## src/slc_pkg.sv

```systemverilog
package slc_pkg;

    localparam int SETS_DEF      = 64;
    localparam int WAYS_DEF      = 8;
    localparam int ADDR_BITS_DEF = 64;

    localparam int CFG_IDX_W  = 8;
    localparam int CFG_DATA_W = 8;

    // register indexes on the configuration port
    localparam logic [CFG_IDX_W-1:0] CFG_BLOCK_OFFSET = 8'd0;
    localparam logic [CFG_IDX_W-1:0] CFG_SET_INDEX    = 8'd1;

    localparam logic [3:0] BLOCK_OFFSET_RST = 4'd6;
    localparam logic [2:0] SET_INDEX_RST    = 3'd6;

    localparam int QUEUE_DEPTH = 2;

    typedef enum logic [1:0] {
        BK_IDLE,
        BK_READ,
        BK_UPDATE
    } back_state_t;

endpackage

```

## src/slc_front.sv

```systemverilog
module slc_front #(
    parameter int SETS      = slc_pkg::SETS_DEF,
    parameter int ADDR_BITS = slc_pkg::ADDR_BITS_DEF,
    parameter int SW        = (SETS > 1) ? $clog2(SETS) : 1
) (
    input  logic                 clk,
    input  logic                 rst_n,
    input  logic                 push,
    output logic                 full,
    input  logic [63:0]          addr,
    input  logic [3:0]           block_offset_bits,
    input  logic [2:0]           set_index_bits,
    input  logic                 q_pop,
    output logic                 q_empty,
    output logic [SW-1:0]        q_set,
    output logic [ADDR_BITS-1:0] q_tag
);

    localparam int LIM   = $clog2(SETS + 1) - 1;
    localparam int DEPTH = slc_pkg::QUEUE_DEPTH;
    localparam int ENT_W = SW + ADDR_BITS;

    logic [ADDR_BITS-1:0] a;
    logic [2:0]           sbits;
    logic [ADDR_BITS-1:0] shifted;
    logic [ADDR_BITS-1:0] set_mask;
    logic [ADDR_BITS-1:0] set_full;
    logic [SW-1:0]        set_val;
    logic [4:0]           shift;
    logic [ADDR_BITS-1:0] tag_val;

    logic [ENT_W-1:0] ent_reg [DEPTH];
    logic             wr_ptr_reg, wr_ptr_next;
    logic             rd_ptr_reg, rd_ptr_next;
    logic [1:0]       cnt_reg, cnt_next;
    logic             do_push;

    // split the address into set and tag
    always_comb
    begin
        a        = addr[ADDR_BITS-1:0];
        sbits    = (int'(set_index_bits) > LIM) ? 3'(LIM) : set_index_bits;
        shifted  = a >> block_offset_bits;
        set_mask = (ADDR_BITS'(1) << sbits) - ADDR_BITS'(1);
        set_full = shifted & set_mask;
        set_val  = (set_full >= ADDR_BITS'(SETS)) ? '0 : set_full[SW-1:0];
        shift    = {1'b0, block_offset_bits} + {2'b00, sbits};
        tag_val  = (int'(shift) >= ADDR_BITS) ? '0 : (a >> shift);
    end

    assign full    = (cnt_reg == 2'(DEPTH));
    assign q_empty = (cnt_reg == 2'd0);
    assign do_push = push && !full;
    assign {q_set, q_tag} = ent_reg[rd_ptr_reg];

    always_comb
    begin
        wr_ptr_next = do_push ? !wr_ptr_reg : wr_ptr_reg;
        rd_ptr_next = q_pop ? !rd_ptr_reg : rd_ptr_reg;
        cnt_next    = cnt_reg + 2'(do_push) - 2'(q_pop);
    end

    always_ff @(posedge clk or negedge rst_n)
    begin
        if (!rst_n)
        begin
            wr_ptr_reg <= 1'b0;
            rd_ptr_reg <= 1'b0;
            cnt_reg    <= 2'd0;
        end
        else
        begin
            wr_ptr_reg <= wr_ptr_next;
            rd_ptr_reg <= rd_ptr_next;
            cnt_reg    <= cnt_next;
        end
    end

    always_ff @(posedge clk)
    begin
        if (do_push)
        begin
            ent_reg[wr_ptr_reg] <= {set_val, tag_val};
        end
    end

endmodule

```

## config.mk

```make
export PLATFORM = sky130hd
export DESIGN_NAME = slc_front
export DESIGN_NICKNAME = d
export VERILOG_FILES = /design/src/slc_pkg.sv /design/src/slc_front.sv
export SDC_FILE = /design/constraint.sdc
export NUM_CORES = 1
export LEC_CHECK = 0
export BUFFER_PORTS_ARGS = -buffer_cell sky130_fd_sc_hd__buf_4
export CAP_MARGIN = 25
export CORE_MARGIN = 5
export CORE_UTILIZATION = 26
export DETAILED_ROUTE_END_ITERATION = 8
export MAX_ROUTING_LAYER = met4
export SLEW_MARGIN = 20
export SYNTH_ARGS = -nofsm -noshare
export SYNTH_HDL_FRONTEND = slang
export SYNTH_SLANG_ARGS = --single-unit
```

## constraint.sdc

```tcl
create_clock -name clk -period 5.2 [get_ports clk]
set_clock_uncertainty 0.1 [all_clocks]
set_input_delay 0.78 -clock clk [delete_from_list [all_inputs] [get_ports clk]]
set_output_delay 0.78 -clock clk [all_outputs]
set_load 0.02 [all_outputs]
```

**Word-level counts from Yosys, hierarchy flattened**

Memory sizes are Yosys's and may differ from the RTL's.
Index checks and enable logic that the tools add are counted.

- Memory bits (writable): 140
- Memories: 1
- Output and inout port bits: 72
- Bits of input ports: 75
- Register bits after elaboration: 4
- Logic and storage cells: 24

- Bitwise gates (word level): 1
- Mux-type cells: 4
- $lt $le $gt $ge: 2
- Reductions and logical operators: 5
- Shift operators: 3
- Add/subtract/negate cells: 4
- Equal/unequal tests: 1

Memories:

| name | depth | bits a word | rd ports | clocked after memory_dff | write ports | RTL line | text |
|---|---|---|---|---|---|---|---|
| ent_reg | 2 | 70 | 1 | 0 | 1 | slc_front.sv:32 | `logic [ENT_W-1:0] ent_reg [DEPTH];` |

Operators by type and width:

| operator | count |
|---|---|
| AND 64 bit | 1 |
| >= comparator 64 x 7 -> 1 bit (second input constant) | 1 |
| left shift 1 x 3 -> 64 bit (first input constant) | 1 |
| >> shifter 64 x 4 -> 64 bit | 1 |
| >> shifter 64 x 5 -> 64 bit | 1 |
| subtractor 64 x 2 -> 64 bit (second input constant) | 1 |
| 2-to-1 mux 6 bit | 1 |
| adder 4 x 3 -> 5 bit | 1 |
| greater-than comparator 3 bit (second input constant) | 1 |
| zero test 1 bit | 3 |
| 2-to-1 mux 3 bit | 1 |
| adder 2 x 1 -> 2 bit | 1 |
| equality test 2 bit (second input constant) | 1 |
| zero test 2 bit | 1 |
| 2-to-1 mux 1 bit | 2 |
| subtractor 2 x 1 -> 2 bit | 1 |
| logical AND 1 bit | 1 |

**Longest topological paths before layout**

- Word-level depth: 7
- Depth in mapped cells: 11

**Least setup slack after synthesis**

No wires, ideal clock.

- Kind: input-to-reg
- Start point: input push
- End point: memory ent_reg[0][0] (netlist name), enable pin
- Data arrival time: 3.797 ns
- Setup slack: 0.804 ns
- Stages on the path: 2
- Buffers on the path: 0
- Cells stage by stage: nand2_1 -> nor2_1

- Longest elaborated chain between the ends: 3

RTL lines:

| element | RTL line | text |
|---|---|---|
| start: declaration | slc_front.sv:8 | `input logic push,` |
| logical AND 1 bit | slc_front.sv:53 | `assign do_push = push && !full;` |
| 2-to-1 mux 1 bit | slc_front.sv:81 | `if (do_push)` |
| 2-to-1 mux 1 bit (implied by the code) | slc_front.sv:83 | `ent_reg[wr_ptr_reg] <= {set_val, tag_val};` |
| end: declaration | slc_front.sv:32 |  |

No other way between the ends.

**Final worst setup path**

- Start point: input block_offset_bits[0]
- End point: memory ent_reg[0][23] (netlist name), data pin

- Longest elaborated chain between the ends: 2

RTL lines:

| element | RTL line | text |
|---|---|---|
| start: declaration | slc_front.sv:11 | `input logic [3:0] block_offset_bits,` |
| adder 4 x 3 -> 5 bit | slc_front.sv:47 | `shift = {1'b0, block_offset_bits} + {2'b00, sbits};` |
| >> shifter 64 x 5 -> 64 bit | slc_front.sv:48 | `tag_val = (int'(shift) >= ADDR_BITS) ? '0 : (a >> shift);` |
| via tag_val[23] | slc_front.sv:30 | `logic [ADDR_BITS-1:0] tag_val;` |

The timed path passes the listed nets, and every way through them passes these cells.

==> summary.md <==
| Metric | Value |
|---|---|
| Status | `finished, final reports clean` |
| Starting Density | `26.35%` |
| Final core occ | `32.27%` |
| EDFF count, synth | `140` |
| Core area | `37670 um2` |
| YS warnings | `0` |
| IO Count | `147` |
| Reg clk slew, reported paths | `approximately 0.060 ns` |
| Crit-path cells | `buf_4, ha_4, fa_4, buf_4, mux4_2, nand2_1, o21ai_0, mux2i_1, mux2i_1` |
| Max-slew violation count | `0` |
| RePlAce Congestion | `0.8794` |
| Total power divided by cell area | `474.8 nW/um2` |
| CP Buf/Inv Count | `2` |
| Die W | `slightly above 200 um` |
| Syn_nets | `between 800 and 900` |
| Die area | `42170 um2` |
| Seq/Total Area, Yosys | `43.37%` |
| Syn_area_per_cell | `13.39 um2` |
| Gr usage total | `14.54%` |
| Ys flop type | `edfxtp_1` |
| Fin crit share | `80.01%` |
| Largest net degree at the start of global routing | `71` |
| Worst slew pin tran | `about 1.1 ns` |
| Post-CTS resize count | `0` |
| Tmin final | `4.161 ns` |
| Hold Vio Cnt, Final | `0` |
| FP Rows | `71` |
| Remaining antenna violation count | `0` |
| Longest Clk Path Bufs | `2` |
| Distinct cell type count of the synthesized netlist | `46` |
| Clock Latency Late Sink | `between 0.4 and 0.5 ns` |
| Area grow syn2layout | `22.48%` |
| Die H | `~210 um` |
| Placed Cells | `~1400` |
| CTS tree | `built` |
| Combinational power share | `47.0%` |
| Critical Path Source Type | `primary input` |
| CP top delay family | `adder cells` |
| Initial antenna violation count | `0` |
| Netlist Area Pre-Place | `roughly 9900 um2` |
| Cells after Synth | `~740` |
| Routed len/inst | `between 20 and 25 um` |
| Static leakage | `between 4 and 5 nW` |
| Post-synth top area share | `42.37%` |
| CP required | `5.20 ns` |
| Reg2Reg Setup Slack | `~3.1 ns` |
| Critical Path Sink Type | `flop` |
| Leading post-synthesis cells by cell area | `edfxtp_1 42%, mux2i_1 18%, mux2_2 13%, mux4_2 8.9%, mux4_1 2.4%` |
| Number of buffers created by CTS | `17` |
| Seq pwr share | `32.4%` |
| Switching pwr | `around 0.0022 W` |
| Max reg flops | `140` |
| HP Class | `primary input to asynchronous set/reset pin` |
| Setup TNS | `0 ns` |
| Vias in the first global route | `6964` |
| # DRC | `0` |
| Final setup violating endpoints | `0` |
| Setup CP Type | `primary input to flop` |
| Yosys reg bits | `144` |
| Initial DRT Pass Iterations | `5` |
| Layout cells sized above 1 | `between 40% and 50%` |
| Postcts setup bufs | `0` |
| Crit Path Max Fanout | `45` |
| Yosys top cell by area | `edfxtp_1` |
| Max Cap Viol | `0` |
| Internal power | `around 0.0036 W` |
| Worst slew margin | `around 30%` |
| 1st-iter DRT viols | `roughly 440` |
| # diodes | `0` |
| Commonest cells in the netlist | `180 x mux2i_1, 140 x edfxtp_1, 117 x mux2_2` |
| # clock sinks | `approximately 140` |
| Nets | `between 900 and 1000` |
| CP Launch Point | `block_offset_bits[0]` |
| Routed via count | `6870` |
| First-pass GRT wire length | `~45000 um` |
| Sw Ratio | `a little under two fifths` |
| RSZ-0062 raised after global routing | `false` |
| Worst EP arrival | `approximately 4.2 ns` |
| Final Non-Filler Cells | `approximately 1400` |
| GRT overflow | `0` |
| Asr flop ratio synth | `2.778%` |
| Peak VDD IR | `roughly 0.26 mV` |
| DP HPWL | `between 20000 and 25000 um` |
| CTS Hold Bufs | `0` |
| Worst R2R Start | `cnt_reg[1]` |
| Via-to-Cell Ratio | `4.953` |
| H-tree depth | `4` |
| Drt total wl | `between 30000 and 40000 um` |
| Slowest stage delay, CP | `approximately 1.2 ns` |
| Root buffer cell | `clkbuf_16` |
| Clock power share | `20.5%` |
| Count leader, synth | `mux2i_1` |
| Slowest cell on the critical path | `fa_4` |
| Fmax achieved | `approximately 240 MHz` |
| IO buf count | `approximately 150` |
power by group through the flow:
stage	Clock [W]	Sequential (W)	Combinational, W
after floorplan	0	0.00183	0.00173
after global placement	0	0.00189	0.00275
after detailed placement	0	0.00190	0.00276
after CTS	0.00121	0.00188	0.00277
after global routing	0.00126	0.00191	0.00291
final	0.00119	0.00187	0.00271
cell type report:
type	instances	area (um2)
fill	3819	25510
multi-input combinational	533	5389
sequential	144	4305
timing repair buffer	162	1229
tap	511	639.4
clock buffer	18	429.2
clock inverter	13	140.1
inverter	6	22.52
final timing paths:
kind                       depth (start not counted)             end
setup / recovery                                   9  ent_reg[0][23]
hold / removal                                     1      rd_ptr_reg
setup reg to reg                                   4   ent_reg[0][8]
hold reg to reg                                    1      cnt_reg[1]
max in group asynchronous                          1      rd_ptr_reg
min in group clk                                   1      cnt_reg[1]
metrics by stage:
step | total power (W) | hold slack [ns] | area (um2) | setup slack, ns
finish | 0.005770 | 0.03945 | 12150 | 1.039
global route | 0.006082 | 0.02715 | 12150 | 0.9565
CTS | 0.005858 | 0.02561 | 12150 | 1.080
detailed placement | 0.004663 | 0.3892 | 11580 | 0.6352
global placement | 0.004642 | 0.3877 | 11580 | 0.6174
floorplan | 0.003561 | 0.3608 | 9923 | 0.8044
kinds of logic (layout without fill, tap and decap cells):
family,count (synthesis),count (layout),share of synthesized area (%)
DFF,144,144,43.37
AOI/OAI and AO/OA,58,58,3.619
adders and majority gates,7,7,0.9583
muxes,345,345,42.67
other,2,2,0.07568
xor gates and xnor gates,8,8,0.7818
and+or+nand+nor,113,113,5.271
buffers and inverters,64,199,3.253
routing by layer:
metal	GRT usage (%)	part of all wire (%)	vias up
li1	-	-	3140
met1	20.81	49	3471
met2	21.62	45	236
met3	2.411	4.9	23
met4	3.565	1.7	0
met5	-	0	-
cells in the final DEF, fill, tap and decap left out, drive strengths merged, types with 2 or more instances in the layout:
cell / synthesis / layout
a211o: 2 / 2
a21o: 2 / 2
a21oi: 6 / 6
and3: 2 / 2
buf: 40 / 162
bufinv: 0 / 2
clkbuf: 18 / 18
clkinv: 0 / 3
clkinvlp: 0 / 6
conb: 2 / 2
dfrtp: 4 / 4
edfxtp: 140 / 140
ha: 6 / 6
inv: 6 / 8
mux2: 117 / 117
mux2i: 180 / 180
mux4: 48 / 48
nand2: 55 / 55
nand2b: 2 / 2
nand3: 10 / 10
nor2: 17 / 17
nor2b: 7 / 7
nor3: 12 / 12
nor3b: 5 / 5
o211ai: 3 / 3
o21ai: 33 / 33
o221ai: 2 / 2
o31ai: 2 / 2
xnor2: 6 / 6
xor2: 2 / 2
worst register-to-register path: stages, from the launching register on:
cell      delay (ns)
dfrtp_1         0.41
nand2b_1        0.12
nand2_1         0.15
nor2_4          0.10
buf_4           0.75
No activity file was read; power rests on OpenSTA's default activity.
